--- config.mk ---
export PLATFORM = sky130hd
export DESIGN_NAME = led_strip_pattern_generator_flat
export DESIGN_NICKNAME = d
export VERILOG_FILES = /design/src/lspg_pkg.sv /design/src/lspg_stream_if.sv /design/src/led_strip_pattern_generator.sv /design/src/flat_wrapper.sv
export SDC_FILE = /design/constraint.sdc
export NUM_CORES = 1
export LEC_CHECK = 0
export BUFFER_PORTS_ARGS = -buffer_cell sky130_fd_sc_hd__buf_4
export CORE_AREA = 4 4 41 43
export CTS_CLUSTER_SIZE = 16
export DETAILED_ROUTE_END_ITERATION = 16
export DIE_AREA = 0 0 45 47
export PLACE_DENSITY_LB_ADDON = 0.25
export SLEW_MARGIN = 20
export SYNTH_ARGS = -nofsm -noshare
export SYNTH_HDL_FRONTEND = slang
export SYNTH_SLANG_ARGS = --single-unit
--- constraint.sdc ---
create_clock -name clk_i -period 2.2 [get_ports clk_i]
set_input_delay 0 -clock clk_i [delete_from_list [all_inputs] [get_ports clk_i]]
set_output_delay 0 -clock clk_i [all_outputs]
set_load 0.05 [all_outputs]
--- src/lspg_pkg.sv ---
`default_nettype none

package lspg_pkg;

  localparam int unsigned PixelCountDefault = 60;

  localparam logic [8:0] ResetHue  = 9'd99;
  localparam logic [7:0] ResetSat  = 8'd104;
  localparam logic [7:0] ResetVal  = 8'd247;

  localparam logic [7:0] ValDim       = 8'd70;
  localparam logic [7:0] ScrollSat    = 8'd200;
  localparam logic [7:0] StripeSat    = 8'd214;
  localparam logic [8:0] BlueHue      = 9'd99;
  localparam logic [7:0] BlueSat      = 8'd127;
  localparam logic [8:0] LimeHue      = 9'd58;
  localparam logic [7:0] LimeSat      = 8'd255;
  localparam logic [8:0] HalfHueA     = 9'd56;
  localparam logic [8:0] HalfHueB     = 9'd272;
  localparam logic [8:0] FullHueA     = 9'd0;
  localparam logic [8:0] FullHueB     = 9'd180;

  localparam logic [4:0] BlinkOnTicks  = 5'd10;
  localparam logic [4:0] BlinkAllTicks = 5'd20;
  localparam logic [2:0] StripeLast    = 3'd5;

  localparam logic [3:0] DisRed          = 4'd1;
  localparam logic [3:0] DisOrange       = 4'd2;
  localparam logic [3:0] DisPurple       = 4'd3;
  localparam logic [3:0] DisBlue         = 4'd4;
  localparam logic [3:0] DisBluePurple   = 4'd5;
  localparam logic [3:0] ClimbBlue       = 4'd0;
  localparam logic [3:0] ClimbBluePurple = 4'd1;
  localparam logic [3:0] ClimbPurple     = 4'd2;
  localparam logic [3:0] ClimbRed        = 4'd3;
  localparam logic [3:0] ClimbOrange     = 4'd4;
  localparam logic [3:0] ClimbStripeHalf = 4'd5;
  localparam logic [3:0] ClimbStripeFull = 4'd6;
  localparam logic [3:0] CodeLimeBlink   = 4'd9;
  localparam logic [3:0] CodeBluePurple  = 4'd5;

  typedef struct packed {
    logic       func;
    logic [3:0] colour_code;
    logic       auto_climbing;
    logic       blink_override;
    logic       index_full;
  } lspg_in_t;

  typedef struct packed {
    logic [5:0] pixel_index;
    logic [8:0] hue;
    logic [7:0] saturation;
    logic [7:0] brightness;
    logic       last;
  } lspg_out_t;

  typedef struct packed {
    logic [8:0] hue;
    logic [7:0] sat;
    logic [7:0] val;
  } pixel_t;

  typedef enum logic [3:0] {
    PAT_RAINBOW,
    PAT_RED,
    PAT_ORANGE,
    PAT_PURPLE,
    PAT_BLUE_PURPLE,
    PAT_BLUE,
    PAT_STRIPE_HALF,
    PAT_STRIPE_FULL,
    PAT_LIME_ON,
    PAT_LIME_OFF,
    PAT_HOLD
  } pattern_e;

  typedef enum logic [1:0] {
    MOD_180,
    MOD_8,
    MOD_10,
    MOD_12
  } mod_sel_e;

endpackage

`default_nettype wire

--- src/lspg_stream_if.sv ---
`default_nettype none

interface lspg_stream_if #(
  parameter type payload_t = logic
) ();
  logic     valid;
  logic     ready;
  payload_t data;

  modport source (output valid, output data, input ready);
  modport sink (input valid, input data, output ready);
endinterface

`default_nettype wire

--- src/led_strip_pattern_generator.sv ---
// Channel  Dir  Payload                                                Handshake
// in_i     in   func, colour_code, auto_climbing, blink_override,      valid/ready
//               index_full
// out_o    out  pixel_index, hue, saturation, brightness, last         valid/ready
//
// Each tick runs as an accept step, a setup step in which the shared modulo unit
// advances the scroll offset of a scrolling pattern, and a pixel loop in which the
// same unit reduces each pixel's hue in turn.
// Input is ready only while the sequencer is idle; output stalls hold the pixel loop.
// Reset clears all counters; the frame reads as the start-up colour until first written.
`default_nettype none

module led_strip_pattern_generator #(
  parameter int unsigned PIXEL_COUNT = lspg_pkg::PixelCountDefault
) (
  input  wire          clk_i,
  input  wire          rst_ni,
  lspg_stream_if.sink   in_i,
  lspg_stream_if.source out_o
);
  import lspg_pkg::*;

  localparam int unsigned StepQ = 180 / PIXEL_COUNT;
  localparam int unsigned StepR = 180 % PIXEL_COUNT;

  typedef enum logic [2:0] {
    ST_IDLE  = 3'b001,
    ST_SETUP = 3'b010,
    ST_RUN   = 3'b100
  } state_e;

  state_e     state_q, state_d;
  pattern_e   pat_q, pat_d;
  logic [7:0] scroll_hue_q, scroll_hue_d;
  logic [7:0] scroll_base_q;
  logic [2:0] stripe_phase_q, stripe_phase_d;
  logic [2:0] stripe_div_q, stripe_div_d;
  logic [4:0] blink_q, blink_d;
  logic       frame_init_q;
  logic [5:0] idx_q, idx_d;
  logic [7:0] off_q, off_d;
  logic [6:0] rem_q, rem_d;
  logic [2:0] s6_q, s6_d;
  logic       out_valid_q;
  lspg_out_t  out_data_q;
  pixel_t     rd_q;
  pixel_t     frame_mem [PIXEL_COUNT];

  lspg_in_t   req;
  logic       in_fire;
  logic       step;
  logic       last_pix;

  // modulo unit
  mod_sel_e   mod_sel;
  logic [8:0] mod_x;
  logic [7:0] mod_recip;
  logic [3:0] mod_m;
  logic [16:0] mod_prod;
  logic [5:0] mod_quo;
  logic [8:0] mod_sub;
  logic [7:0] mod_r;

  logic [8:0] base_hue;
  logic [8:0] hue_a;
  logic [8:0] hue_b;
  logic       is_scroll;
  logic       is_stripe;
  logic [1:0] scroll_step;
  pixel_t     new_pix;
  pixel_t     pix_out;
  logic [6:0] rem_sum;

  assign req      = in_i.data;
  assign in_i.ready = (state_q == ST_IDLE);
  assign in_fire  = in_i.valid && in_i.ready;
  assign step     = (state_q == ST_RUN) && (!out_valid_q || out_o.ready);
  assign last_pix = (idx_q == 6'(PIXEL_COUNT - 1));

  assign out_o.valid = out_valid_q;
  assign out_o.data  = out_data_q;

  // pattern decode and tick counters
  always_comb begin
    pat_d          = PAT_RAINBOW;
    stripe_phase_d = stripe_phase_q;
    stripe_div_d   = stripe_div_q;
    blink_d        = blink_q;
    if (req.func) begin
      case (req.colour_code)
        DisRed:        pat_d = PAT_RED;
        DisOrange:     pat_d = PAT_ORANGE;
        DisPurple:     pat_d = PAT_PURPLE;
        DisBlue:       pat_d = PAT_BLUE;
        DisBluePurple: pat_d = PAT_BLUE_PURPLE;
        default:       pat_d = PAT_RAINBOW;
      endcase
    end else if (req.auto_climbing) begin
      case (req.colour_code)
        ClimbBlue:       pat_d = PAT_BLUE;
        ClimbBluePurple: pat_d = PAT_BLUE_PURPLE;
        ClimbPurple:     pat_d = PAT_PURPLE;
        ClimbRed:        pat_d = PAT_RED;
        ClimbOrange:     pat_d = PAT_ORANGE;
        ClimbStripeHalf: pat_d = PAT_STRIPE_HALF;
        ClimbStripeFull: pat_d = PAT_STRIPE_FULL;
        default:         pat_d = PAT_RAINBOW;
      endcase
    end else if (req.colour_code == CodeLimeBlink && !req.blink_override) begin
      stripe_phase_d = '0;
      if (blink_q < BlinkOnTicks) begin
        pat_d   = PAT_LIME_ON;
        blink_d = blink_q + 5'd1;
      end else if (blink_q < BlinkAllTicks) begin
        pat_d   = PAT_LIME_OFF;
        blink_d = blink_q + 5'd1;
      end else begin
        pat_d   = PAT_HOLD;
        blink_d = '0;
      end
    end else if (req.colour_code == CodeBluePurple) begin
      stripe_phase_d = '0;
      pat_d          = PAT_BLUE_PURPLE;
    end else if (req.index_full) begin
      pat_d = PAT_STRIPE_FULL;
    end else begin
      pat_d = PAT_STRIPE_HALF;
    end

    if (pat_d == PAT_STRIPE_HALF || pat_d == PAT_STRIPE_FULL) begin
      if (stripe_div_q >= StripeLast) begin
        stripe_div_d   = '0;
        stripe_phase_d = (stripe_phase_q == StripeLast) ? 3'd0 : stripe_phase_q + 3'd1;
      end else begin
        stripe_div_d = stripe_div_q + 3'd1;
      end
    end
  end

  // pattern attributes
  always_comb begin
    mod_sel     = MOD_180;
    base_hue    = '0;
    hue_a       = FullHueA;
    hue_b       = FullHueB;
    is_scroll   = 1'b0;
    is_stripe   = 1'b0;
    scroll_step = 2'd1;
    case (pat_q)
      PAT_RAINBOW: begin
        is_scroll   = 1'b1;
        scroll_step = 2'd3;
      end
      PAT_RED: begin
        is_scroll = 1'b1;
        mod_sel   = MOD_8;
      end
      PAT_ORANGE: begin
        is_scroll = 1'b1;
        mod_sel   = MOD_10;
        base_hue  = 9'd182;
      end
      PAT_BLUE_PURPLE: begin
        is_scroll = 1'b1;
        mod_sel   = MOD_10;
        base_hue  = 9'd115;
      end
      PAT_PURPLE: begin
        is_scroll = 1'b1;
        mod_sel   = MOD_12;
        base_hue  = 9'd135;
      end
      PAT_STRIPE_HALF: begin
        is_stripe = 1'b1;
        hue_a     = HalfHueA;
        hue_b     = HalfHueB;
      end
      PAT_STRIPE_FULL: begin
        is_stripe = 1'b1;
      end
      default: ;
    endcase
  end

  // shared modulo unit: x < 359, reciprocal multiply for 10 and 12
  always_comb begin
    if (state_q == ST_SETUP) begin
      mod_x = 9'(scroll_base_q) + 9'(scroll_step);
    end else begin
      mod_x = 9'(scroll_base_q) + 9'(off_q);
    end
    mod_recip = (mod_sel == MOD_10) ? 8'd205 : 8'd171;
    mod_m     = (mod_sel == MOD_10) ? 4'd10 : 4'd12;
    mod_prod  = 17'(mod_x) * 17'(mod_recip);
    mod_quo   = mod_prod[16:11];
    mod_sub   = 9'(mod_quo) * 9'(mod_m);
    unique case (mod_sel)
      MOD_8:   mod_r = 8'(mod_x[2:0]);
      MOD_180: mod_r = (mod_x >= 9'd180) ? 8'(mod_x - 9'd180) : mod_x[7:0];
      default: mod_r = 8'(mod_x - mod_sub);
    endcase
  end

  always_comb begin
    new_pix = '{hue: BlueHue, sat: BlueSat, val: ValDim};
    if (is_scroll) begin
      new_pix = '{hue: 9'(mod_r) + base_hue, sat: ScrollSat, val: ValDim};
    end else if (is_stripe) begin
      new_pix = '{hue: (s6_q < 3'd3) ? hue_a : hue_b, sat: StripeSat, val: ValDim};
    end else if (pat_q == PAT_LIME_ON) begin
      new_pix = '{hue: LimeHue, sat: LimeSat, val: ValDim};
    end else if (pat_q == PAT_LIME_OFF) begin
      new_pix = '{hue: LimeHue, sat: LimeSat, val: 8'd0};
    end
    if (pat_q == PAT_HOLD) begin
      pix_out = frame_init_q ? rd_q : '{hue: ResetHue, sat: ResetSat, val: ResetVal};
    end else begin
      pix_out = new_pix;
    end
  end

  // sequencer and pixel counters
  always_comb begin
    state_d      = state_q;
    scroll_hue_d = scroll_hue_q;
    idx_d        = idx_q;
    off_d        = off_q;
    rem_d        = rem_q;
    s6_d         = s6_q;
    rem_sum      = rem_q + 7'(StepR);
    unique case (state_q)
      ST_IDLE: begin
        if (in_fire) begin
          state_d = ST_SETUP;
          idx_d   = '0;
          off_d   = '0;
          rem_d   = '0;
          s6_d    = stripe_phase_d;
        end
      end
      ST_SETUP: begin
        if (is_scroll) begin
          scroll_hue_d = mod_r;
        end
        state_d = ST_RUN;
      end
      ST_RUN: begin
        if (step) begin
          if (last_pix) begin
            state_d = ST_IDLE;
            idx_d   = '0;
          end else begin
            idx_d = idx_q + 6'd1;
          end
          if (rem_sum >= 7'(PIXEL_COUNT)) begin
            rem_d = rem_sum - 7'(PIXEL_COUNT);
            off_d = off_q + 8'(StepQ) + 8'd1;
          end else begin
            rem_d = rem_sum;
            off_d = off_q + 8'(StepQ);
          end
          s6_d = (s6_q == StripeLast) ? 3'd0 : s6_q + 3'd1;
        end
      end
      default: state_d = ST_IDLE;
    endcase
  end

  always_ff @(posedge clk_i or negedge rst_ni) begin
    if (!rst_ni) begin
      state_q        <= ST_IDLE;
      pat_q          <= PAT_RAINBOW;
      scroll_hue_q   <= '0;
      stripe_phase_q <= '0;
      stripe_div_q   <= '0;
      blink_q        <= '0;
      frame_init_q   <= 1'b0;
      idx_q          <= '0;
      off_q          <= '0;
      rem_q          <= '0;
      s6_q           <= '0;
      out_valid_q    <= 1'b0;
    end else begin
      state_q      <= state_d;
      scroll_hue_q <= scroll_hue_d;
      idx_q        <= idx_d;
      off_q        <= off_d;
      rem_q        <= rem_d;
      s6_q         <= s6_d;
      if (in_fire) begin
        pat_q          <= pat_d;
        stripe_phase_q <= stripe_phase_d;
        stripe_div_q   <= stripe_div_d;
        blink_q        <= blink_d;
        if (pat_d != PAT_HOLD) begin
          frame_init_q <= 1'b1;
        end
      end
      if (step) begin
        out_valid_q <= 1'b1;
      end else if (out_o.ready) begin
        out_valid_q <= 1'b0;
      end
    end
  end

  always_ff @(posedge clk_i) begin
    if (in_fire) begin
      scroll_base_q <= scroll_hue_q;
    end
    if (step) begin
      out_data_q <= '{pixel_index: idx_q, hue: pix_out.hue, saturation: pix_out.sat,
                      brightness: pix_out.val, last: last_pix};
    end
  end

  // frame store: write during a drawing tick, read ahead for a repeat tick
  always_ff @(posedge clk_i) begin
    if (step && pat_q != PAT_HOLD) begin
      frame_mem[idx_q] <= new_pix;
    end
    rd_q <= frame_mem[idx_d];
  end

  a_run_index: assert property (@(posedge clk_i) disable iff (!rst_ni)
    state_q == ST_RUN |-> {1'b0, idx_q} < 7'(PIXEL_COUNT))
    else $error("pixel index beyond strip");

  a_scroll_range: assert property (@(posedge clk_i) disable iff (!rst_ni)
    scroll_hue_q < 8'd180)
    else $error("scroll offset out of range");

  a_counter_range: assert property (@(posedge clk_i) disable iff (!rst_ni)
    stripe_phase_q <= StripeLast && stripe_div_q <= StripeLast && blink_q <= BlinkAllTicks)
    else $error("tick counter out of range");

  a_last_ends_tick: assert property (@(posedge clk_i) disable iff (!rst_ni)
    step && last_pix |=> state_q == ST_IDLE)
    else $error("sequencer did not return to idle after final pixel");

endmodule

`default_nettype wire
--- src/flat_wrapper.sv ---
// flat-port wrapper written by rule: the top's interface ports become plain ports
module led_strip_pattern_generator_flat import lspg_pkg::*;
#(
  parameter int unsigned PIXEL_COUNT = lspg_pkg::PixelCountDefault
)
  (clk_i, rst_ni, in_i_valid, in_i_data, in_i_ready, out_o_valid, out_o_data, out_o_ready);
  lspg_stream_if in_i_i ();
  lspg_stream_if out_o_i ();
  input  wire clk_i;
  input  wire rst_ni;
  input wire logic [$bits(in_i_i.valid)-1:0] in_i_valid;
  input wire logic [$bits(in_i_i.data)-1:0] in_i_data;
  output wire logic [$bits(in_i_i.ready)-1:0] in_i_ready;
  output wire logic [$bits(out_o_i.valid)-1:0] out_o_valid;
  output wire logic [$bits(out_o_i.data)-1:0] out_o_data;
  input wire logic [$bits(out_o_i.ready)-1:0] out_o_ready;
  assign in_i_i.valid = in_i_valid;
  assign in_i_i.data = in_i_data;
  assign in_i_ready = in_i_i.ready;
  assign out_o_valid = out_o_i.valid;
  assign out_o_data = out_o_i.data;
  assign out_o_i.ready = out_o_ready;
  led_strip_pattern_generator #(.PIXEL_COUNT(PIXEL_COUNT)) u_core (.clk_i(clk_i), .rst_ni(rst_ni), .in_i(in_i_i), .out_o(out_o_i));
endmodule
After elaboration in Yosys (flattened, before gate mapping)
Index checks and enable logic that the tools add are counted.
Widths: inputs -> output; s select.

word-level totals
  logic and storage cells = 30
  register bits after elaboration = 11

cells by class
  add/sub/neg operators = 1
  equal/unequal tests = 7
  muxes and demuxes = 10
  reductions and logical operators = 8

operator list
  cell                 count
  $mux 6               3
  $pmux 6 s2           1
  $mux 3               3
  $pmux 3 s3           1
  $add 6x1->6 const B  1
  $eq 6x6->1 const B   1
  $reduce_and 3->1     2
  $ne 2x1->1 const B   2
  $reduce_bool 2->1    2
  $eq 3x1->1 const B   1
  $eq 3x2->1 const B   1
  $eq 3x3->1 const B   1
  $logic_and 1x1->1    2
  $mux 1               2
  $ne 2x2->1 const B   1
  $logic_not 1->1      1
  $logic_or 1x1->1     1

Logic depth before layout (Yosys ltp)
Gate-level depths: netlist of the first run.

  depth in word-level cells = 5
  gate-level depth with buffers = 6
  gate-level depth less buffers = 6

Worst setup path after synthesis of the first run
Ideal clock, no wire load.

  path type = reg-to-reg
  start = register u_core.out_valid_q, in the netlist u_core.out_o.valid
  end = register u_core.idx_q[4]
  cell stages (with the launch flop) = 6
  buffers on the path = 1
  data arrival time = 1.619 ns
  setup time = 0.074 ns
  slack = 0.508 ns
  clock period less this slack = 1.692 ns
  cell sequence = dfrtp_1 -> nand2b_1 -> a31oi_1 -> buf_6 -> or4_4 -> a21oi_2

between the ends
  word-level cells in the longest chain between the ends = 5

RTL lines
  element                     line                                RTL
  from (decl)                 led_strip_pattern_generator.sv:44   logic out_valid_q;
  from (signal assigned)      led_strip_pattern_generator.sv:282  out_valid_q <= 1'b0;
  from (signal assigned)      led_strip_pattern_generator.sv:300  out_valid_q <= 1'b1;
  from (signal assigned)      led_strip_pattern_generator.sv:302  out_valid_q <= 1'b0;
  $logic_not 1->1             led_strip_pattern_generator.sv:77   assign step = (state_q == ST_RUN) && (!out_valid_q || out_o.ready);
  $logic_or 1x1->1            led_strip_pattern_generator.sv:77
  $logic_and 1x1->1           led_strip_pattern_generator.sv:77
  $ne 2x1->1 (no line)        n/a
  $reduce_and 3->1 (no line)  n/a
  to (signal assigned)        led_strip_pattern_generator.sv:286  idx_q <= idx_d;
  to (decl)                   led_strip_pattern_generator.sv:40   logic [5:0] idx_q, idx_d;

No other way between the ends.
A chain may end at the register's enable or synchronous reset.

Worst setup path in the final report of the first run
  start = register u_core.state_q[0]
  end = register u_core.idx_q[0]

between the ends
  word-level cells in the longest chain between the ends = 4
  elaborated cells between the ends (all ways) = 9

RTL lines
  element                                             line                                                                                                      RTL
  from (decl)                                         led_strip_pattern_generator.sv:32                                                                         state_e state_q, state_d;
  from (signal assigned)                              led_strip_pattern_generator.sv:284                                                                        state_q <= state_d;
  $eq 3x1->1 or $eq 3x3->1 (tied branches)            led_strip_pattern_generator.sv:75, led_strip_pattern_generator.sv:231, led_strip_pattern_generator.sv:77
  $logic_and 1x1->1, on equally long branches         led_strip_pattern_generator.sv:76, led_strip_pattern_generator.sv:77
  $ne 2x2->1 (no line) or $ne 2x1->1 (tied branches)  n/a
  $reduce_and 3->1 (no line)                          n/a

Several ways; a longest one is shown, not always the timed one.

==> impl_results.md, run 1 <==
* Leakage Power at 0.2910 nW
* CORE AREA at 1301 um2
* Vias per cell at between 5 and 6
* Post-Place Setup Slack at 0.4260 ns
* Outcome: finished clean
* Critical Path Source Type: flop
* N_diodes at 0
* Total congestion overflow at 0
* CTS tree: done
* Syn Area/Cell at between 10 and 15 um2
* H-tree level count at 1
* Layout area overhead at 14.91%
* Critical Path RT at approximately 2.4 ns
* Post-synth EDFFs at 1
* WL met3 at around 65 um
* Final Instance Area at approximately 660 um2
* Most used cells in the layout excluding fill and tap cells: dfrtp_1 (9), buf_4 (6), a21oi_1 (5)
* Commonest non-fill, non-tap cell in the layout: dfrtp_1
* Unique masters post-synth at 29
* Share of cells above drive strength 1 at 21.88%
* Largest net degree at the start of global routing at 12
* Final Critical Period at around 1.8 ns
* Clock-pin slew on the worst setup and hold paths at 0.07 ns
* Worst Hold Class: input pin to flop
* Crit share post-route at 81.73%
* Setup WS post-layout at ~0.4 ns
* All-Layer GR Usage at about an eighth
* Crit. End Element: flop
* Clk root buf: clkbuf_4
* Relative slew slack at 42.97%
* Slew at the pin with the worst max-slew slack at about 0.85 ns
* # DRC at 0
* Clock sink count at 11
* Unrepaired setup endpoints after global routing: no
* Routed WL at approximately 980 um
* Top sig layer: met4
* Site Rows at 13
* Max clock buf depth at 2
* Area of placed instances at a little over 600 um2
* Final Core Density at around half
* First-pass GRT wire length at 1718 um
* WL per Instance at between 10 and 15 um
* Die outline width at ~45 um
* Initial antenna violation count at 0
* Clk Latency, worst-skew pair at about 0.27 ns
* Worst VDD drop at roughly 0.65 mV
* Yosys Warn Count at 0
* Routed wl met2 at 446 um
* Total negative slack at 0 ns
* DR vias at roughly 420
* Starting Density at 43.85%
* Pre-antenna DRT Iters at 3
* Maximum net fanout on the critical path at 11
* Seq cells post-synth at 11
* Critical path arrival at around 2.0 ns
* PD cells at ~1000 nW/um2
* Number of global-route vias before repair at 416
* Mapped cell area at 570.5 um2
* Sequential fraction of the synthesis area at around 49%
* CTS Buf Count at 3
* Pins Over Slew Limit at 0
* Final Skew at 0.009647 ns
* Setup violations, final at 0
* Max Cap Viol at 0
* Dominant synthesized flop cell: dfrtp_1
* Die height at ~47 um
* Syn Nets at 61
* Port Buffers at 6
* Ports at 8
* Die area at 2115 um2
* CP Class: flop to flop
* Remaining antenna violation count after routing at 0
* DRT iter0 DRCs at 2
* WL met1 at between 400 and 500 um
* Synthesized instance count at 55
* DP Wirelength at slightly above 700 um
* Hold Vio Cnt, Final at 0
* Fmax at between 500 and 600 MHz
* Async set-reset flop share out of synthesis at between 90% and 100%
* GPL Wtd Cong at about 0.76
* Fin nets at 71
-- state kept, by name (all words and copies together), names as in the netlist --
register / cells
u_core.out_o.valid: 1
u_core.out_o.data: 1
u_core.idx_q: 6
u_core.state_q: 3
-- final timing paths --
check | startpoint | depth (start not counted) | slack (ns) | endpoint
worst max-delay path | u_core.state_q[0] | 4 | 0.40 | u_core.idx_q[0]
worst min-delay path | out_o_ready | 3 | 0.08 | u_core.out_o.valid
worst max register to register | u_core.state_q[0] | 4 | 0.40 | u_core.idx_q[0]
worst min register to register | u_core.state_q[0] | 1 | 0.54 | u_core.state_q[2]
max in group asynchronous | rst_ni | 2 | 1.88 | u_core.state_q[0]
min in group asynchronous | rst_ni | 2 | 0.09 | u_core.idx_q[5]
-- report_power, final --
part | leakage (nW) | internal, mW | switching, mW
combinational | 0.132 | 0.0826 | 0.154
clock | 0.0150 | 0.0701 | 0.0651
sequential | 0.144 | 0.245 | 0.0443
-- kinds of logic after synthesis --
logic type	count (synthesis)	synth area share, %
flip-flops	11	49.34
adder cells (fa/ha/maj)	1	2.193
buffers and inverters	5	4.604
multiplexers	1	1.974
AO/OA/AOI/OAI	14	17.10
AND/OR/NAND/NOR	23	24.78
-- synthesized netlist by cell type, types with 2 or more instances --
cell type,n,area [um2]
nand2_1,4,15.01
o21ai_0,2,10.01
dfrtp_1,9,225.2
or3_1,3,18.77
a21oi_1,5,25.02
nor3_1,2,10.01
nor2b_1,2,12.51
and3b_1,2,17.52
o31ai_1,2,15.01
nand2b_1,3,18.77
inv_1,3,11.26
-- area by class of cell --
class,count,area (um2)
Tap cell,15,18.77
Sequential cell,11,281.5
Fill cell,123,645.6
Timing Repair Buffer,7,55.05
Multi-Input combinational cell,39,262.8
Clock buffer,4,26.28
Inverter,3,11.26
-- layer usage --
layer  up-vias  track usage (%)
met5         -                0
met4         0            6.433
met3         2            6.130
met2         7            17.51
met1       189            13.48
li1        220                -
-- through the flow --
stage | std cells | hold WS, ns | power (mW)
2_1_floorplan | 55 | -0.2956 | 0.4814
3_3_place_gp | 74 | -0.1648 | 0.5264
3_5_place_dp | 74 | -0.1613 | 0.5293
4_1_cts | 79 | 0.07649 | 0.6698
5_1_grt | 79 | 0.08926 | 0.7051
6_report | 79 | 0.08248 | 0.6608
-- worst max-delay path, cell delays in order, from the launching register on --
cell	delay (ns)
dfstp_2	0.56
inv_1	0.08
a31oi_1	0.62
nor4_1	0.13
mux2_2	0.30
-- repair_timing --
action | in CTS | in global routing
hold endpoints to repair | 10 | 0
resized for setup | 0 | 0
buffers inserted | 0 | 0
hold buffers | 1 | 0
Power figures use the tool's default switching activity.
==> run 2: changes to the inputs <==
--- a/config.mk
+++ b/config.mk
@@ -5,6 +5,7 @@
 export SDC_FILE = /design/constraint.sdc
 export NUM_CORES = 1
 export LEC_CHECK = 0
+export ABC_AREA = 1
 export BUFFER_PORTS_ARGS = -buffer_cell sky130_fd_sc_hd__buf_4
 export CORE_AREA = 4 4 41 43
 export CTS_CLUSTER_SIZE = 16
==> constraint.sdc (replaced) <==
create_clock -name clk_i -period 1.7 [get_ports clk_i]
set_input_delay 0 -clock clk_i [delete_from_list [all_inputs] [get_ports clk_i]]
set_output_delay 0 -clock clk_i [all_outputs]
set_load 0.05 [all_outputs]
==> impl_results.md, run 2 <==
* Met3 GRT Util at 3.448% (-2.7 points)
* CP Class: flop to flop
* Initial antenna violation count at 0 (unchanged)
* Yosys Warn Count at 0 (unchanged)
* Crit path largest cell delay at 0.39 ns (-0.23 ns)
* Pre-antenna DRT Iters at 4 (+1)
* Setup violations, final at 0 (unchanged)
* PD cells at 1222 nW/um2 (+21%)
* Async set-reset flop share out of synthesis at 90.91% (unchanged)
* # DRC at 0 (unchanged)
* CORE AREA at 1301 um2 (unchanged)
* Top post-synthesis cells by count: nand2_1 (18), inv_1 (12), nand3_1 (10), dfrtp_1 (9), nor2_1 (7)
* Worst Hold Class: input pin to flop
* Total negative slack at 0 ns (unchanged)
* Top-count cell post-synth: nand2_1
* Area share of the largest cell type after synthesis at 38.79% (-0.68 points)
* Clk root buf: clkbuf_4
* Final Critical Period at 1.386 ns (-0.4123 ns)
* Met1 global-route usage at 17.62% (+4.1 points)
* Final Skew at 0.0005334 ns (-0.009113 ns)
* Area contributors post-synth: dfrtp_1 (39%), nand2_1 (12%), nand3_1 (8.6%)
* Starting Density at 44.62% (+0.77 points)
* Die outline width at 45 um (unchanged)
* Pins Over Slew Limit at 0 (unchanged)
* Most used cells in the layout excluding fill and tap cells: nand2_1 (18), inv_1 (12), nand3_1 (10)
* DP Wirelength at 750.7 um (+3.6%)
* Vias per cell at 4.880 (-7.8%)
* Outcome: finished clean
* Layout Cells excl Fill at 100 (+27%)
* GPL Wtd Cong at 0.7585 (-0.59%)
* First-pass GRT wire length at 1842 um (+7.2%)
* Hold_ws at 0.06374 ns (-0.01874 ns)
* Total congestion overflow at 0 (unchanged)
* Total setup buffers inserted after CTS at 0 (unchanged)
* Critical Path Source Type: flop
* DR vias at 488 (+17%)
* Busiest layer in global routing: met1
* DRT iter0 DRCs at 8 (+6)
* GR met2 Demand/Resource at 17.51% (unchanged)
* Die height at 47 um (unchanged)
* Yosys top cell by area: dfrtp_1
* Fin nets at 92 (+30%)
* Share of cells above drive strength 1 at 18.82% (-3.1 points)
* Worst-path cell chain: ha_1, nand3_2, nor2_4, a21oi_2, or2_1
* Syn Nets at 80 (+31%)
* WL per Instance at 10.53 um (-15%)
* Die area at 2115 um2 (unchanged)
* Crit share post-route at 81.52% (-0.21 points)
* Slew at the pin with the worst max-slew slack at 0.2415 ns (-0.6100 ns)
* Largest net degree at the start of global routing at 11 (-1)
* Clock sink count at 11 (unchanged)
* CTS Buf Count at 3 (unchanged)
* Post-synth EDFFs at 1 (unchanged)
* Placed cell count at 95 (+28%)
* Routed WL at 1053 um (+7.3%)
* Layout area overhead at 17.46%
* Max Cap Viol at 0 (unchanged)
* Final Core Density at 52.40% (+2.0 points)
* Number of global-route vias before repair at 424 (+1.9%)
* Worst VDD drop at 0.7253 mV (+11%)
* Critical Path RT at 1.86 ns (-0.49 ns)
* Largest register FFs at 6 (unchanged)
* All-Layer GR Usage at 12.12% (+0.43 points)
* Crit. End Element: flop
* Unrepaired setup endpoints after global routing: no
* Mapped cell area at 580.6 um2 (+1.8%)
* Tot Pwr at 0.8336 mW (+26%)
* Fmax at 721.6 MHz (+30%)
* Max clock buf depth at 2 (unchanged)
* Clock-pin slew on the worst setup and hold paths at 0.07 ns (about the same)
* Critical path arrival at 1.54 ns (-0.41 ns)
* Ports at 8 (unchanged)
* Hold Vio Cnt, Final at 0 (unchanged)
* Sequential fraction of the synthesis area at 48.49% (-0.85 points)
* CP max stage cell: dfrtp_1
* H-tree level count at 1 (unchanged)
* Top reg by flops: u_core.idx_q
* Port Buffers at 6 (unchanged)
* Synthesized instance count at 74 (+35%)
* N_diodes at 0 (unchanged)
* Seq cells post-synth at 11 (unchanged)
* Largest regs: u_core.idx_q: 6 flops, u_core.state_q: 3 flops
* Site Rows at 13 (unchanged)
* Clk Latency, worst-skew pair at 0.27 ns (about the same)
* Maximum net fanout on the critical path at 6 (-5)
* Leakage Power at 0.3513 nW (+21%)
* Commonest non-fill, non-tap cell in the layout: nand2_1
* Relative slew slack at 83.90% (+41 points)
* Dominant synthesized flop cell: dfrtp_1
* Remaining antenna violation count after routing at 0 (unchanged)
* CTS tree: done
* Syn Area/Cell at 7.845 um2 (-24%)
* Unique masters post-synth at 18 (-38%)
run 2: cell type report:
class                      instances  area (um2)
clock inverter                     1       5.005
timing repair buffer               7       55.05
fill                             140       619.3
sequential                        11       281.5
multi-input combinational         51       254.0
inverter                          12       45.04
clock buffer                       3       22.52
tap                               15       18.77
run 2: path summary, 6_finish.rpt:
| path | startpoint | to | cells after the start | slack [ns] |
|---|---|---|---|---|
| min in group asynchronous | rst_ni | u_core.state_q[1] | 2 | 0.09 |
| max in group asynchronous | rst_ni | u_core.state_q[0] | 2 | 1.39 |
| worst max register to register | u_core.idx_q[0] | u_core.state_q[2] | 5 | 0.31 |
| worst max-delay path | u_core.idx_q[0] | u_core.state_q[2] | 5 | 0.31 |
| worst min register to register | u_core.idx_q[1] | u_core.idx_q[1] | 2 | 0.55 |
| worst min-delay path | out_o_ready | u_core.out_o.valid | 4 | 0.06 |
run 2: cell families (layout without fill, tap and decap cells):
| kind of cell | count (synthesis) | count (layout) | synth area share, % |
|---|---|---|---|
| AO/OA/AOI/OAI | 5 | 5 | 4.956 |
| adder cells (fa/ha/maj) | 1 | 1 | 2.155 |
| buffers and inverters | 12 | 23 | 7.758 |
| flip-flops | 11 | 11 | 48.49 |
| AND/OR/NAND/NOR | 45 | 45 | 36.64 |
run 2: repair_timing:
item / 4_1_cts / 5_1_grt
hold endpoints to repair: 10 / 0
hold buffers: 1 / 0
resized for setup: 0 / 0
run 2: metal layers:
metal	part of all wire, %	vias up
met5	0	-
met4	0	0
met3	3.2	0
met2	46	4
met1	51	223
li1	-	261
run 2: worst max-delay path: cells and delay by family, from the launching register on:
kind	cells	cell delay, ns
and+or+nand+nor	3	0.49
DFF	1	0.39
adders and majority gates	1	0.31
AOI/OAI and AO/OA	1	0.08
run 2: report_power, final:
group	switching, mW	leakage, nW	internal (mW)
sequential	0.0340	0.144	0.315
clock	0.0915	0.0177	0.0870
combinational	0.216	0.190	0.0895
total	0.342	0.351	0.492
run 2: metrics by stage:
step                setup slack (ns)  area [um2]
finish                        0.3142       681.9
global route                  0.2333       681.9
CTS                           0.3070       681.9
detailed placement            0.3279       644.4
global placement              0.3789       644.4
floorplan                     0.3864       580.6
